`config.mk`:
```
export PLATFORM = sky130hd
export DESIGN_NAME = hs_ctrl
export DESIGN_NICKNAME = d
export VERILOG_FILES = /design/src/rtl/hs_pkg.sv /design/src/rtl/hs_ctrl.sv
export SDC_FILE = /design/constraint.sdc
export NUM_CORES = 1
export LEC_CHECK = 0
export BUFFER_PORTS_ARGS = -buffer_cell sky130_fd_sc_hd__buf_2
export CAP_MARGIN = 10
export CORE_ASPECT_RATIO = 1.25
export CORE_UTILIZATION = 58
export CTS_CLUSTER_DIAMETER = 150
export DETAILED_ROUTE_END_ITERATION = 7
export GPL_TIMING_DRIVEN = 0
export PLACE_DENSITY = 0.78
export SLEW_MARGIN = 25
export SYNTH_ARGS = -nofsm -noshare
export SYNTH_HDL_FRONTEND = slang
export SYNTH_SLANG_ARGS = --single-unit
```
`constraint.sdc`:
```
create_clock -name clk_i -period 5.85 [get_ports clk_i]
set_input_delay 0 -clock clk_i [delete_from_list [all_inputs] [get_ports clk_i]]
set_output_delay 0 -clock clk_i [all_outputs]
set_load 0.005 [all_outputs]
```
`src/rtl/hs_pkg.sv`:
```
// Shared types, constants and functions of the HMAC-SHA-512 engine.
`timescale 1ns / 1ps

package hs_pkg;

  localparam int unsigned ROUNDS = 80;
  localparam int unsigned DIGEST_WORDS = 8;
  localparam logic [7:0] IPAD = 8'h36;
  localparam logic [7:0] OPAD = 8'h5c;
  localparam logic [6:0] POS_LAST = 7'd127;
  localparam logic [6:0] POS_PAD_STOP = 7'd112;

  localparam logic [63:0] IV [8] = '{
    64'h6a09e667f3bcc908, 64'hbb67ae8584caa73b, 64'h3c6ef372fe94f82b, 64'ha54ff53a5f1d36f1,
    64'h510e527fade682d1, 64'h9b05688c2b3e6c1f, 64'h1f83d9abfb41bd6b, 64'h5be0cd19137e2179
  };

  typedef enum logic [4:0] {
    S_IDLE,
    S_KBYTE,
    S_CLOSE,
    S_KEYDIG,
    S_PRIME,
    S_PDONE,
    S_MBYTE,
    S_OUTER,
    S_OUTER2,
    S_EMIT,
    S_FIN_LAT,
    S_FIN_PAD,
    S_FIN_LEN,
    S_C_LOAD,
    S_C_ROUND,
    S_C_ADD
  } state_e;

  typedef enum logic [1:0] {
    PH_COLLECT,
    PH_KEYHASH,
    PH_MSG
  } phase_e;

  typedef enum logic [3:0] {
    C_NOP,
    C_CLR_LEN,
    C_IV,
    C_LOAD,
    C_ROUND,
    C_ADD,
    C_PUT,
    C_LATCH,
    C_BLEN,
    C_OKEY_MASK,
    C_OKEY_CHAIN,
    C_PRIME,
    C_OUTER,
    C_INNER,
    C_EMIT
  } cmd_e;

  typedef enum logic [1:0] {
    B_IN,
    B_PAD,
    B_ZERO
  } bsel_e;

  typedef struct packed {
    cmd_e        cmd;
    bsel_e       bsel;
    logic [2:0]  bidx;
    logic [6:0]  ridx;
    logic [2:0]  widx;
    logic        capture;
  } ctl_t;

  typedef struct packed {
    logic pos_last;
    logic pad_stop;
    logic key_small;
    logic out_free;
  } sts_t;

  function automatic logic [63:0] rotr(input logic [63:0] x, input int unsigned n);
    rotr = (x >> n) | (x << (64 - n));
  endfunction

  function automatic logic [63:0] big_s0(input logic [63:0] x);
    big_s0 = rotr(x, 28) ^ rotr(x, 34) ^ rotr(x, 39);
  endfunction

  function automatic logic [63:0] big_s1(input logic [63:0] x);
    big_s1 = rotr(x, 14) ^ rotr(x, 18) ^ rotr(x, 41);
  endfunction

  function automatic logic [63:0] sml_s0(input logic [63:0] x);
    sml_s0 = rotr(x, 1) ^ rotr(x, 8) ^ (x >> 7);
  endfunction

  function automatic logic [63:0] sml_s1(input logic [63:0] x);
    sml_s1 = rotr(x, 19) ^ rotr(x, 61) ^ (x >> 6);
  endfunction

  // Keeps the leading key bytes of word i of a key that is n bytes long.
  function automatic logic [63:0] key_mask(input logic [63:0] w, input logic [7:0] n,
                                           input logic [3:0] i);
    logic [7:0]  base;
    logic [7:0]  k;
    logic [63:0] m;
    base = {1'b0, i, 3'b000};
    k = (n > base) ? n - base : 8'd0;
    if (k >= 8'd8) begin
      m = '1;
    end else begin
      m = ~({64{1'b1}} >> {k[2:0], 3'b000});
    end
    key_mask = w & m;
  endfunction

  function automatic logic [63:0] round_k(input logic [6:0] t);
    case (t)
      7'd0:  round_k = 64'h428a2f98d728ae22;
      7'd1:  round_k = 64'h7137449123ef65cd;
      7'd2:  round_k = 64'hb5c0fbcfec4d3b2f;
      7'd3:  round_k = 64'he9b5dba58189dbbc;
      7'd4:  round_k = 64'h3956c25bf348b538;
      7'd5:  round_k = 64'h59f111f1b605d019;
      7'd6:  round_k = 64'h923f82a4af194f9b;
      7'd7:  round_k = 64'hab1c5ed5da6d8118;
      7'd8:  round_k = 64'hd807aa98a3030242;
      7'd9:  round_k = 64'h12835b0145706fbe;
      7'd10: round_k = 64'h243185be4ee4b28c;
      7'd11: round_k = 64'h550c7dc3d5ffb4e2;
      7'd12: round_k = 64'h72be5d74f27b896f;
      7'd13: round_k = 64'h80deb1fe3b1696b1;
      7'd14: round_k = 64'h9bdc06a725c71235;
      7'd15: round_k = 64'hc19bf174cf692694;
      7'd16: round_k = 64'he49b69c19ef14ad2;
      7'd17: round_k = 64'hefbe4786384f25e3;
      7'd18: round_k = 64'h0fc19dc68b8cd5b5;
      7'd19: round_k = 64'h240ca1cc77ac9c65;
      7'd20: round_k = 64'h2de92c6f592b0275;
      7'd21: round_k = 64'h4a7484aa6ea6e483;
      7'd22: round_k = 64'h5cb0a9dcbd41fbd4;
      7'd23: round_k = 64'h76f988da831153b5;
      7'd24: round_k = 64'h983e5152ee66dfab;
      7'd25: round_k = 64'ha831c66d2db43210;
      7'd26: round_k = 64'hb00327c898fb213f;
      7'd27: round_k = 64'hbf597fc7beef0ee4;
      7'd28: round_k = 64'hc6e00bf33da88fc2;
      7'd29: round_k = 64'hd5a79147930aa725;
      7'd30: round_k = 64'h06ca6351e003826f;
      7'd31: round_k = 64'h142929670a0e6e70;
      7'd32: round_k = 64'h27b70a8546d22ffc;
      7'd33: round_k = 64'h2e1b21385c26c926;
      7'd34: round_k = 64'h4d2c6dfc5ac42aed;
      7'd35: round_k = 64'h53380d139d95b3df;
      7'd36: round_k = 64'h650a73548baf63de;
      7'd37: round_k = 64'h766a0abb3c77b2a8;
      7'd38: round_k = 64'h81c2c92e47edaee6;
      7'd39: round_k = 64'h92722c851482353b;
      7'd40: round_k = 64'ha2bfe8a14cf10364;
      7'd41: round_k = 64'ha81a664bbc423001;
      7'd42: round_k = 64'hc24b8b70d0f89791;
      7'd43: round_k = 64'hc76c51a30654be30;
      7'd44: round_k = 64'hd192e819d6ef5218;
      7'd45: round_k = 64'hd69906245565a910;
      7'd46: round_k = 64'hf40e35855771202a;
      7'd47: round_k = 64'h106aa07032bbd1b8;
      7'd48: round_k = 64'h19a4c116b8d2d0c8;
      7'd49: round_k = 64'h1e376c085141ab53;
      7'd50: round_k = 64'h2748774cdf8eeb99;
      7'd51: round_k = 64'h34b0bcb5e19b48a8;
      7'd52: round_k = 64'h391c0cb3c5c95a63;
      7'd53: round_k = 64'h4ed8aa4ae3418acb;
      7'd54: round_k = 64'h5b9cca4f7763e373;
      7'd55: round_k = 64'h682e6ff3d6b2b8a3;
      7'd56: round_k = 64'h748f82ee5defb2fc;
      7'd57: round_k = 64'h78a5636f43172f60;
      7'd58: round_k = 64'h84c87814a1f0ab72;
      7'd59: round_k = 64'h8cc702081a6439ec;
      7'd60: round_k = 64'h90befffa23631e28;
      7'd61: round_k = 64'ha4506cebde82bde9;
      7'd62: round_k = 64'hbef9a3f7b2c67915;
      7'd63: round_k = 64'hc67178f2e372532b;
      7'd64: round_k = 64'hca273eceea26619c;
      7'd65: round_k = 64'hd186b8c721c0c207;
      7'd66: round_k = 64'heada7dd6cde0eb1e;
      7'd67: round_k = 64'hf57d4f7fee6ed178;
      7'd68: round_k = 64'h06f067aa72176fba;
      7'd69: round_k = 64'h0a637dc5a2c898a6;
      7'd70: round_k = 64'h113f9804bef90dae;
      7'd71: round_k = 64'h1b710b35131c471b;
      7'd72: round_k = 64'h28db77f523047d84;
      7'd73: round_k = 64'h32caab7b40c72493;
      7'd74: round_k = 64'h3c9ebe0a15c9bebc;
      7'd75: round_k = 64'h431d67c49c100d4c;
      7'd76: round_k = 64'h4cc5d4becb3e42b6;
      7'd77: round_k = 64'h597f299cfc657e2a;
      7'd78: round_k = 64'h5fcb6fab3ad6faec;
      7'd79: round_k = 64'h6c44198c4a475817;
      default: round_k = 64'h0;
    endcase
  endfunction

endpackage

```
`src/rtl/hs_ctrl.sv`:
```
// Controller state machine of the HMAC-SHA-512 engine.
`timescale 1ns / 1ps

module hs_ctrl (
  input  logic          clk_i,
  input  logic          rst_ni,
  input  logic          in_valid_i,
  input  logic          opcode_i,
  input  logic [3:0]    valid_bytes_i,
  input  logic          last_i,
  output logic          in_ready_o,
  input  hs_pkg::sts_t  sts_i,
  output hs_pkg::ctl_t  ctl_o
);

  hs_pkg::state_e state_q, state_d;
  hs_pkg::state_e cret_q, cret_d;
  hs_pkg::state_e fret_q, fret_d;
  hs_pkg::phase_e phase_q, phase_d;
  logic       op_q, op_d;
  logic [3:0] n_q, n_d;
  logic       last_q, last_d;
  logic [3:0] bi_q, bi_d;
  logic [6:0] rnd_q, rnd_d;
  logic [2:0] widx_q, widx_d;
  logic       first_q, first_d;
  logic       emitted_q, emitted_d;

  always_comb begin
    state_d = state_q;
    cret_d = cret_q;
    fret_d = fret_q;
    phase_d = phase_q;
    op_d = op_q;
    n_d = n_q;
    last_d = last_q;
    bi_d = bi_q;
    rnd_d = rnd_q;
    widx_d = widx_q;
    first_d = first_q;
    emitted_d = emitted_q;
    case (state_q)
      hs_pkg::S_IDLE: begin
        if (in_valid_i) begin
          op_d = opcode_i;
          n_d = (valid_bytes_i > 4'd8) ? 4'd8 : valid_bytes_i;
          last_d = last_i;
          bi_d = '0;
          emitted_d = 1'b0;
          if (!opcode_i) begin
            if (phase_q == hs_pkg::PH_MSG) begin
              phase_d = hs_pkg::PH_COLLECT;
            end
            state_d = hs_pkg::S_KBYTE;
          end else if (phase_q != hs_pkg::PH_MSG) begin
            state_d = hs_pkg::S_CLOSE;
          end else begin
            state_d = hs_pkg::S_MBYTE;
          end
        end
      end
      hs_pkg::S_KBYTE: begin
        if (bi_q < n_q) begin
          if (phase_q == hs_pkg::PH_KEYHASH) begin
            bi_d = bi_q + 4'd1;
            if (sts_i.pos_last) begin
              cret_d = hs_pkg::S_KBYTE;
              state_d = hs_pkg::S_C_LOAD;
            end
          end else if (sts_i.key_small) begin
            bi_d = bi_q + 4'd1;
          end else begin
            phase_d = hs_pkg::PH_KEYHASH;
            cret_d = hs_pkg::S_KBYTE;
            state_d = hs_pkg::S_C_LOAD;
          end
        end else begin
          state_d = last_q ? hs_pkg::S_CLOSE : hs_pkg::S_IDLE;
        end
      end
      hs_pkg::S_CLOSE: begin
        if (phase_q == hs_pkg::PH_KEYHASH) begin
          fret_d = hs_pkg::S_KEYDIG;
          state_d = hs_pkg::S_FIN_LAT;
        end else begin
          state_d = hs_pkg::S_PRIME;
        end
      end
      hs_pkg::S_KEYDIG: state_d = hs_pkg::S_PRIME;
      hs_pkg::S_PRIME: begin
        phase_d = hs_pkg::PH_MSG;
        cret_d = hs_pkg::S_PDONE;
        state_d = hs_pkg::S_C_LOAD;
      end
      hs_pkg::S_PDONE: begin
        state_d = (op_q && !emitted_q) ? hs_pkg::S_MBYTE : hs_pkg::S_IDLE;
      end
      hs_pkg::S_MBYTE: begin
        if (bi_q < n_q) begin
          bi_d = bi_q + 4'd1;
          if (sts_i.pos_last) begin
            cret_d = hs_pkg::S_MBYTE;
            state_d = hs_pkg::S_C_LOAD;
          end
        end else if (last_q) begin
          fret_d = hs_pkg::S_OUTER;
          state_d = hs_pkg::S_FIN_LAT;
        end else begin
          state_d = hs_pkg::S_IDLE;
        end
      end
      hs_pkg::S_OUTER: begin
        cret_d = hs_pkg::S_OUTER2;
        state_d = hs_pkg::S_C_LOAD;
      end
      hs_pkg::S_OUTER2: begin
        fret_d = hs_pkg::S_EMIT;
        state_d = hs_pkg::S_FIN_LAT;
      end
      hs_pkg::S_EMIT: begin
        if (sts_i.out_free) begin
          widx_d = widx_q + 3'd1;
          if (widx_q == 3'(hs_pkg::DIGEST_WORDS - 1)) begin
            emitted_d = 1'b1;
            state_d = hs_pkg::S_PRIME;
          end
        end
      end
      hs_pkg::S_FIN_LAT: begin
        first_d = 1'b1;
        state_d = hs_pkg::S_FIN_PAD;
      end
      hs_pkg::S_FIN_PAD: begin
        if (first_q || !sts_i.pad_stop) begin
          first_d = 1'b0;
          if (sts_i.pos_last) begin
            cret_d = hs_pkg::S_FIN_PAD;
            state_d = hs_pkg::S_C_LOAD;
          end
        end else begin
          state_d = hs_pkg::S_FIN_LEN;
        end
      end
      hs_pkg::S_FIN_LEN: begin
        cret_d = fret_q;
        state_d = hs_pkg::S_C_LOAD;
      end
      hs_pkg::S_C_LOAD: begin
        rnd_d = '0;
        state_d = hs_pkg::S_C_ROUND;
      end
      hs_pkg::S_C_ROUND: begin
        rnd_d = rnd_q + 7'd1;
        if (rnd_q == 7'(hs_pkg::ROUNDS - 1)) begin
          rnd_d = '0;
          state_d = hs_pkg::S_C_ADD;
        end
      end
      hs_pkg::S_C_ADD: state_d = cret_q;
      default: state_d = hs_pkg::S_IDLE;
    endcase
  end

  always_comb begin
    in_ready_o = 1'b0;
    ctl_o.cmd = hs_pkg::C_NOP;
    ctl_o.bsel = hs_pkg::B_IN;
    ctl_o.bidx = bi_q[2:0];
    ctl_o.ridx = rnd_q;
    ctl_o.widx = widx_q;
    ctl_o.capture = 1'b0;
    case (state_q)
      hs_pkg::S_IDLE: begin
        in_ready_o = 1'b1;
        ctl_o.capture = in_valid_i;
        if (in_valid_i && !opcode_i && phase_q == hs_pkg::PH_MSG) begin
          ctl_o.cmd = hs_pkg::C_CLR_LEN;
        end
      end
      hs_pkg::S_KBYTE: begin
        if (bi_q < n_q) begin
          if (phase_q == hs_pkg::PH_KEYHASH || sts_i.key_small) begin
            ctl_o.cmd = hs_pkg::C_PUT;
          end else begin
            ctl_o.cmd = hs_pkg::C_IV;
          end
        end
      end
      hs_pkg::S_CLOSE: begin
        if (phase_q != hs_pkg::PH_KEYHASH) begin
          ctl_o.cmd = hs_pkg::C_OKEY_MASK;
        end
      end
      hs_pkg::S_KEYDIG: ctl_o.cmd = hs_pkg::C_OKEY_CHAIN;
      hs_pkg::S_PRIME:  ctl_o.cmd = hs_pkg::C_PRIME;
      hs_pkg::S_MBYTE: begin
        if (bi_q < n_q) begin
          ctl_o.cmd = hs_pkg::C_PUT;
        end
      end
      hs_pkg::S_OUTER:  ctl_o.cmd = hs_pkg::C_OUTER;
      hs_pkg::S_OUTER2: ctl_o.cmd = hs_pkg::C_INNER;
      hs_pkg::S_EMIT: begin
        if (sts_i.out_free) begin
          ctl_o.cmd = hs_pkg::C_EMIT;
        end
      end
      hs_pkg::S_FIN_LAT: ctl_o.cmd = hs_pkg::C_LATCH;
      hs_pkg::S_FIN_PAD: begin
        if (first_q) begin
          ctl_o.cmd = hs_pkg::C_PUT;
          ctl_o.bsel = hs_pkg::B_PAD;
        end else if (!sts_i.pad_stop) begin
          ctl_o.cmd = hs_pkg::C_PUT;
          ctl_o.bsel = hs_pkg::B_ZERO;
        end
      end
      hs_pkg::S_FIN_LEN: ctl_o.cmd = hs_pkg::C_BLEN;
      hs_pkg::S_C_LOAD:  ctl_o.cmd = hs_pkg::C_LOAD;
      hs_pkg::S_C_ROUND: ctl_o.cmd = hs_pkg::C_ROUND;
      hs_pkg::S_C_ADD:   ctl_o.cmd = hs_pkg::C_ADD;
      default: begin
      end
    endcase
  end

  always_ff @(posedge clk_i or negedge rst_ni) begin
    if (!rst_ni) begin
      state_q <= hs_pkg::S_IDLE;
      cret_q <= hs_pkg::S_IDLE;
      fret_q <= hs_pkg::S_IDLE;
      phase_q <= hs_pkg::PH_COLLECT;
      op_q <= 1'b0;
      n_q <= '0;
      last_q <= 1'b0;
      bi_q <= '0;
      rnd_q <= '0;
      widx_q <= '0;
      first_q <= 1'b0;
      emitted_q <= 1'b0;
    end else begin
      state_q <= state_d;
      cret_q <= cret_d;
      fret_q <= fret_d;
      phase_q <= phase_d;
      op_q <= op_d;
      n_q <= n_d;
      last_q <= last_d;
      bi_q <= bi_d;
      rnd_q <= rnd_d;
      widx_q <= widx_d;
      first_q <= first_d;
      emitted_q <= emitted_d;
    end
  end

endmodule

```
After elaboration in Yosys (flattened, before gate mapping):

Cells that the tools add are included.

* register bits: 39
* input port bits: 13
* output and inout port bits: 21
* logic and storage cells: 148

* add/subtract/negate cells: 3
* magnitude comparators: 2
* equality and inequality tests: 41
* muxes and demuxes: 64
* reductions and logical operators: 26

Operator list (number)
* two-way mux 5 bit: 22
* case mux 5 bit (14 select lines): 1
* case mux 4 bit (15 select lines): 1
* equality test 5 x 4 -> 1 bit (second input constant): 8
* two-way mux 4 bit: 10
* inequality test 2 bit (second input constant): 17
* case mux 5 bit (6 select lines): 1
* equality test 5 x 3 -> 1 bit (second input constant): 4
* two-way mux 3 bit: 6
* two-way mux 2 bit: 8
* case mux 5 bit (3 select lines): 1
* case mux 7 bit (2 select lines): 1
* case mux 4 bit (3 select lines): 1
* equality test 5 x 2 -> 1 bit (second input constant): 2
* AND reduction 5 bit: 2
* inequality test 3 bit (second input constant): 3
* nonzero test 3 bit: 3
* AND reduction 4 bit: 2
* AND reduction 8 bit: 1
* adder 7 x 1 -> 7 bit (second input constant): 1
* equality test 7 bit (second input constant): 1
* two-way mux 1 bit: 7
* two-way mux 7 bit: 1
* AND reduction 7 bit: 1
* 21 further kinds: 31

Logic depth before layout (Yosys ltp):

Gate-level depths: netlist of run 1.

* depth after elaboration: 5
* gate-level depth with buffers: 8
* mapped depth without buffers: 7

Worst setup path after synthesis of run 1:

No wires, ideal clock.

* kind: register to register
* start: register bi_q[2]
* end: register cret_q[0]
* setup time: 125 ps
* data arrival time: 2079 ps
* required time: 5725 ps
* setup slack: 3647 ps
* stages on the path, launching flop included: 7
* buffers on the path: 0
* clock period less this slack: 2203 ps
* cells stage by stage: dfrtp_1 > ha_1 > or2_2 > a21oi_2 > nor3b_4 > nor4_4 > mux2_2

* word-level cells in the longest chain between the ends: 3
* elaborated cells on any way between the ends: 4
* classes of those cells: order compare (1); eq/ne (2); reduce/logical (1)

Ends and longest elaborated chain
* start, declared: RTL line hs_ctrl.sv:23 `logic [3:0] bi_q, bi_d;`
* start signal, assigned: RTL line hs_ctrl.sv:249 `bi_q <= bi_d;`
* < comparator 4 bit (*): RTL line hs_ctrl.sv:63, hs_ctrl.sv:99
* inequality test 2 bit (no source line)
* AND reduction 8 bit (no source line) (*)
* end signal, assigned: RTL line hs_ctrl.sv:230 `cret_q <= hs_pkg::S_IDLE;`
* end signal, assigned: RTL line hs_ctrl.sv:243 `cret_q <= cret_d;`
* end, declared: RTL line hs_ctrl.sv:17 `hs_pkg::state_e cret_q, cret_d;`

Every way passes the cells marked *; elsewhere a longest branch is shown, timed or not.
A chain may end at the register's enable or synchronous reset.

Worst setup path in the final report of run 1:

* start: register bi_q[1]
* end: register cret_q[3]

The elaborated chain is that of the path after synthesis.

==> run summary, run 1 <==
outcome -> completed
num rows -> 27
Reg2Reg Depth -> 5
largest net degree at the start of global routing -> 38
WP data required -> 6.03 ns
xor and xnor fraction of the mapped netlist area -> 0.00330
P_leak -> 0.00136 uW
Die H -> 77.6 microns
Fmax -> 389 MHz
crit path DAT -> 2.75 ns
GRT overflow -> 0
Hold Path Origin -> sts_i[0]
core area -> 0.00439 sq mm
unrepaired setup endpoints after global routing -> false
post-synthesis adder-cell area fraction -> 0.0330
antenna cell count -> 0
Least-Margin Pin Slew -> 0.847 ns
CTS Root Cell -> clkbuf_8
CTS Buf Count -> 5
post-synthesis sequential area ratio -> 0.349
first-pass GRT wire length -> 12,500 microns
crit path launch -> bi_q[1]
I/O Buffers -> 33
initial antenna violation count -> 0
syn avg cell area -> 8.61 sq um
htree depth -> 2
Tot Pwr -> 1230 uW
R2R Path Start -> bi_q[1]
hold crit path type -> primary input to flip-flop
fin. max-slew vios -> 0
Starting DRT DRC Count -> 285
CTS tree -> done
worst reg2reg path endpoint -> cret_q[3]
width of the chip -> 62.5 microns
Initial Utilization -> 0.604
most frequent cells in the layout -> dfrtp_1 (37), buf_2 (35), o21ai_0 (32)
die area -> 0.00485 sq mm
multiplexer area fraction after synthesis -> 0.0340
EDFF count, synth -> 0
CTS max path bufs -> 2
DRT Wirelength -> 7650 microns
FF+latch area -> 926 sq um
Post-Syn Nets -> 328
GP Congestion -> 0.982
count of final setup violators -> 0
Layout Nets -> 374
reg2reg setup slack -> 3.28 ns
layout cell share with drive strength beyond 1 -> 0.206
area of the multi-input gates -> 0.00158 sq mm
simple-gate portion of the synthesized area -> 0.263
Fin Setup TNS -> 0 ns
Netlist Area Pre-Place -> 0.00265 sq mm
DR WL/cell -> 18.5 microns
Crit. End Element -> flip-flop
All-Layer GR Usage -> 0.335
Synth-to-Final Area Change -> 15.4%
relative slew slack -> 0.431
crit path kind -> flip-flop to flip-flop
main combinational cell family by area after synthesis -> simple AND/OR/NAND/NOR gates
clock tree sinks -> 37
clk_lat worst skew -> 0.30 ns
fin crit share -> 0.440
Worst Setup EP -> cret_q[3]
Max-Cap Viols -> 0
highest ir drop seen on vdd -> 249 uV
filler cell count -> 374
Startpoint Class -> flip-flop
vias per cell -> 6.54
dpl cell area -> 0.00289 sq mm
Yosys warnings -> 0
Async SR Flop Fraction -> 1.00
crit-path max FO -> 8
post-layout min period -> 2.57 ns
clk slew on worst S/H paths -> 0.08 ns
I/O pin count -> 34
postcts setup bufs -> 0
Final Cell Area -> 0.00306 sq mm
vias in the first global route -> 2,582
First-pass DRT Iterations -> 5
Synth Register Bits -> 37
endpoints failing hold -> 0
clk_skew -> 0.00880 ns
Antenna Violating Nets Remaining -> 0
DP HPWL -> 5560 microns
compound-cell area share of the yosys netlist -> 0.260
Yosys cell types -> 63
commonest non-fill, non-tap cell in the layout -> dfrtp_1
Post-Syn Instances -> 308
total number of vias -> 2,702
Post-synth top flop -> dfrtp_1
DR DRC count -> 0
PD cells -> 401 mW/mm^2
==> Yosys cell counts (5+ instances only) <==
library cell,instances,area (sq um)
dfrtp_1,37,926
o21ai_0,32,160
nand2_1,23,86.3
nor2_1,17,63.8
a21oi_1,15,75.1
nand3_1,13,65.1
inv_1,12,45.0
nand2b_1,12,75.1
clkbuf_1,11,41.3
nor3_1,11,55.1
mux2_2,8,90.1
nor2b_1,8,50.1
ha_1,7,87.6
o31ai_1,7,52.6
or2_2,6,37.5
a211oi_1,5,37.5
buf_4,5,37.5
o21a_1,5,37.5
==> power breakdown <==
group	internal, uW	switching [uW]
logic	249	397
registers	314	41.7
clock network	128	98.4
==> logic make-up after synthesis <==
family	after synthesis
flops	37
fa+ha+maj	7
xor+xnor	1
other cells	1
compound gates	100
simple gates	122
mux	8
buf+inv	32
==> metrics by stage <==
stage | utilization | cells | hold WS (ns) | setup slack, ns
finish | 0.697 | 413 | 0.00934 | 3.28
CTS | 0.697 | 413 | 0.00506 | 3.29
global placement | 0.658 | 399 | 0.137 | 3.37
detailed placement | 0.658 | 399 | 0.160 | 3.34
global route | 0.697 | 413 | 0.0122 | 3.16
floorplan | - | 308 | -0.296 | 3.65
==> critical path: stages (launching register included) <==
cell and delay [ns]:
dfrtp_1 0.44, ha_1 0.35, a2111oi_4 0.62, nor3b_4 0.17
nor4_4 0.48, mux2_2 0.39
==> layer usage <==
layer	wire length [microns]	vias to the layer above	track usage
met5	0	-	0
met4	417	0	0.198
met3	719	44	0.0735
met2	3590	183	0.547
met1	2920	1242	0.402
li1	-	1233	-
==> area by class of cell <==
class	instances	area share
buffer	19	0.0327
clock buffer	6	0.0237
clock inverter	2	0.0127
inverter	13	0.0159
multi-input combinational	239	0.515
sequential	37	0.302
tap	58	0.0237
timing repair buffer	39	0.0736
==> worst min path at each step <==
| stage | end | slack [ns] | depth (start not counted) |
|---|---|---|---|
| 2_1_floorplan | bi_q[0] | -0.30 | 0 |
| 3_3_place_gp | rnd_q[0] | 0.14 | 1 |
| 3_5_place_dp | rnd_q[1] | 0.16 | 1 |
| 4_1_cts | emitted_q | 0.005 | 3 |
| 5_1_grt | emitted_q | 0.01 | 3 |
| 6_report | emitted_q | 0.009 | 3 |
==> timing repair <==
item                      4_1_cts  5_1_grt
hold buffers                    6        0
gates resized for setup         0        0
hold endpoints to repair       42        0
==> state kept, by name (all words and copies together), names as in the netlist <==
signal	flops
rnd_q	7
state_q	5
bi_q	4
cret_q	4
fret_q	4
n_q	4
widx_q	3
phase_q	2
emitted_q	1
first_q	1
last_q	1
op_q	1
Power figures use the tool's default switching activity.
==> run 2: changes to the inputs <==
- ABC_AREA: not set -> 1
- clock period: 5.85 -> 2.4 ns (I/O delays scaled with it)
==> run 2 against run 1 <==
Effect of this change:
- final cell count grew 11%
- clock power up 92%
- critical endpoint is now n_q[0]
- cell area fell by 5.0%
- clock skew is 0.0032 ns lower
==> run summary, run 2 <==
Starting DRT DRC Count -> 241 (-15%)
crit path DAT -> 2.49 ns (-0.26 ns)
P_leak -> 0.00169 uW (+24%)
Max-Cap Viols -> 0 (unchanged)
most common cell in the netlist -> nand2_1
Post-Syn Nets -> 373 (+14%)
xor and xnor fraction of the mapped netlist area -> 0.0209 (+0.0176)
multiplexer area fraction after synthesis -> 0.00895 (-0.0250)
main combinational cell family by area after synthesis -> simple AND/OR/NAND/NOR gates
Yosys cell types -> 35 (-44%)
Least-Margin Pin Slew -> 0.847 ns (+0.0000491 ns)
Fin Setup TNS -> 0 ns (unchanged)
Initial Utilization -> 0.609 (+0.00534)
most frequent CP cell -> inv_2
Async SR Flop Fraction -> 1.00 (unchanged)
Synth-to-Final Area Change -> 15.6%
max incr delay on CP -> 0.55 ns (-0.07 ns)
EDFF count, synth -> 0 (unchanged)
Layout Nets -> 420 (+12%)
simple-gate portion of the synthesized area -> 0.401 (+0.138)
highest ir drop seen on vdd -> 498 uV (+100%)
fin crit share -> 0.943 (+0.504)
relative slew slack -> 0.435 (+0.00431)
compound-cell area share of the yosys netlist -> 0.0865 (-0.174)
clk_skew -> 0.00564 ns (-0.00316 ns)
filler cell count -> 360 (-3.7%)
die area -> 0.00461 sq mm (-4.9%)
post-synthesis sequential area ratio -> 0.368 (+0.0187)
final core utilization -> 0.704 (+0.00697)
antenna cell count -> 0 (unchanged)
count of final setup violators -> 0 (unchanged)
hold crit path type -> primary input to flip-flop
unrepaired setup endpoints after global routing -> false
crit-path max FO -> 9 (+1)
commonest non-fill, non-tap cell in the layout -> nand2_1
PD cells -> 808 mW/mm^2 (+100%)
clk slew on worst S/H paths -> 0.07 ns (about the same)
vias in the first global route -> 2,256 (-13%)
outcome -> completed
postcts setup bufs -> 0 (unchanged)
Yosys top cell area share -> 0.368 (+0.0187)
total number of vias -> 2,431 (-10%)
Crit. End Element -> flip-flop
DR DRC count -> 0 (unchanged)
Tot Pwr -> 2350 uW (+91%)
area leader, netlist -> dfrtp_1
Synth Register Bits -> 37 (unchanged)
clk_lat worst skew -> 0.29 ns (about the same)
I/O pin count -> 34 (unchanged)
Top Registers -> rnd_q (7), state_q (5)
max FFs per register -> 7 (unchanged)
Reg power frac -> 0.378 (+0.088)
largest net degree at the start of global routing -> 38 (unchanged)
num rows -> 26 (-3.7%)
WP data required -> 2.63 ns (-3.40 ns)
CTS Buf Count -> 5 (unchanged)
First-pass DRT Iterations -> 5 (unchanged)
CTS tree -> done
synth top area cells -> dfrtp_1 (37%), nand2_1 (16%), nand3_1 (6.8%)
GRT overflow -> 0 (unchanged)
clock tree sinks -> 37 (unchanged)
NetSw -> 1020 uW (+90%)
Largest delay share family, worst path -> simple AND/OR/NAND/NOR gates
I/O Buffers -> 33 (unchanged)
Net Sw Frac -> 0.435 (-0.00223)
DP HPWL -> 5060 microns (-9.1%)
logic gate share of total power -> 0.438 (-0.088)
crit path kind -> flip-flop to flip-flop
core area -> 0.00413 sq mm (-5.9%)
Yosys warnings -> 0 (unchanged)
cell internal pwr -> 1330 uW (+92%)
Antenna Violating Nets Remaining -> 0 (unchanged)
fin. max-slew vios -> 0 (unchanged)
Startpoint Class -> flip-flop
Post-Place Cells -> 442 (+11%)
post-layout min period -> 2.26 ns (-0.308 ns)
slowest CP cell -> dlygate4sd3_1
Die H -> 75.7 microns (-2.5%)
Fmax -> 442 MHz (+14%)
Biggest register -> rnd_q
CTS max path bufs -> 2 (unchanged)
first-pass GRT wire length -> 10,700 microns (-14%)
layout cell share with drive strength beyond 1 -> 0.192 (-0.0136)
top cells by instance count after synthesis -> nand2_1 (104), nor2_1 (40), inv_1 (38), dfrtp_1 (37), nand3_1 (34)
GP Congestion -> 0.984 (+0.21%)
worst path bufs/invs -> 4 (+4)
critical path, cell by cell -> nor2_2, inv_2, nor2_8, inv_2, nor2_8, inv_2, or2_4, o21ai_2, dlygate4sd3_1
endpoints failing hold -> 0 (unchanged)
vias per cell -> 5.32 (-19%)
htree depth -> 2 (unchanged)
Non-Filler Instances -> 457 (+11%)
post_cts resized -> 0 (unchanged)
Clk pwr share -> 0.185 (about the same)
CTS Root Cell -> clkbuf_8
syn avg cell area -> 7.13 sq um (-17%)
most frequent cells in the layout -> nand2_1 (104), nor2_1 (40), inv_1 (38)
DR WL/cell -> 14.6 microns (-21%)
Netlist Area Pre-Place -> 0.00252 sq mm (-5.1%)
initial antenna violation count -> 0 (unchanged)
post-synthesis adder-cell area fraction -> 0.0348 (+0.00177)
Post-Syn Instances -> 353 (+15%)
All-Layer GR Usage -> 0.324 (-0.0111)
DRT Wirelength -> 6680 microns (-13%)
width of the chip -> 60.9 microns (-2.5%)
Post-synth top flop -> dfrtp_1
run 2: cell count changes after synthesis, sizes merged, moves of 6 or more:
cell / previous run / this run
o21ai: 33 / 18
inv: 13 / 44
a21oi: 16 / 7
nand2b: 13 / 0
nand2: 23 / 111
nor3: 11 / 5
nand3: 13 / 35
clkbuf: 11 / 0
mux2: 8 / 2
nor2b: 8 / 0
o31ai: 7 / 0
nor2: 18 / 52
run 2: metal layers:
layer / up-vias / global-route usage / share of wire
met5: - / 0 / 0
met4: 0 / 0.124 / 0.023
met1: 1117 / 0.383 / 0.41
met3: 15 / 0.0594 / 0.044
li1: 1220 / - / -
met2: 79 / 0.578 / 0.53
run 2: metrics by stage:
step                area, sq um  setup slack (ns)  hold slack (ns)
floorplan                  2520             0.689           -0.296
global placement           2750             0.419            0.138
detailed placement         2750             0.392            0.157
CTS                        2910             0.173          0.00756
global route               2910            0.0358           0.0168
finish                     2910             0.136           0.0172
run 2: power by group through the flow:
stage               logic, uW  clock network (uW)  registers, uW
floorplan                 731                   0            863
global placement          968                   0            886
detailed placement        993                   0            893
CTS                      1020                 443            881
global route             1160                 455            903
finish                   1030                 434            888
run 2: final timing paths:
kind                                   from         end  depth (start not counted)  slack [ns]
hold reg to reg                   fret_q[3]   fret_q[3]                          2        0.48
max in group asynchronous            rst_ni  state_q[2]                          2        1.51
hold / removal             valid_bytes_i[3]      n_q[2]                          3        0.02
min in group asynchronous            rst_ni   cret_q[2]                          2        0.34
setup reg to reg                 state_q[0]      n_q[0]                          9        0.14
setup / recovery                 state_q[0]      n_q[0]                          9        0.14
run 2: area by class of cell:
| type | count | area [sq um] | area share |
|---|---|---|---|
| Multi-Input combinational cell | 268 | 1390 | 0.479 |
| Sequential cell | 37 | 926 | 0.318 |
| Timing Repair Buffer | 40 | 235 | 0.0809 |
| Inverter | 44 | 165 | 0.0568 |
| Tap cell | 56 | 70.1 | 0.0241 |
| Clock buffer | 5 | 68.8 | 0.0237 |
| Buffer | 4 | 33.8 | 0.0116 |
| Clock inverter | 3 | 17.5 | 0.00602 |
run 2: logic make-up after synthesis:
family | Yosys count
compound gates | 37
flops | 37
mux | 2
other cells | 1
buf+inv | 48
fa+ha+maj | 7
simple gates | 215
xor+xnor | 6
run 2: what timing repair did:
item | in CTS | in global routing
setup endpoints to repair | 0 | 0
hold buffers | 7 | 0
endpoints found under the hold margin | 42 | 0
run 2: worst register-to-register path: stages, from the launching register on:
cell and delay (ns):
dfrtp_1 0.47, nor2_2 0.24, inv_2 0.09, nor2_8 0.19
inv_2 0.09, nor2_8 0.15, inv_2 0.07, or2_4 0.25
o21ai_2 0.11, dlygate4sd3_1 0.55
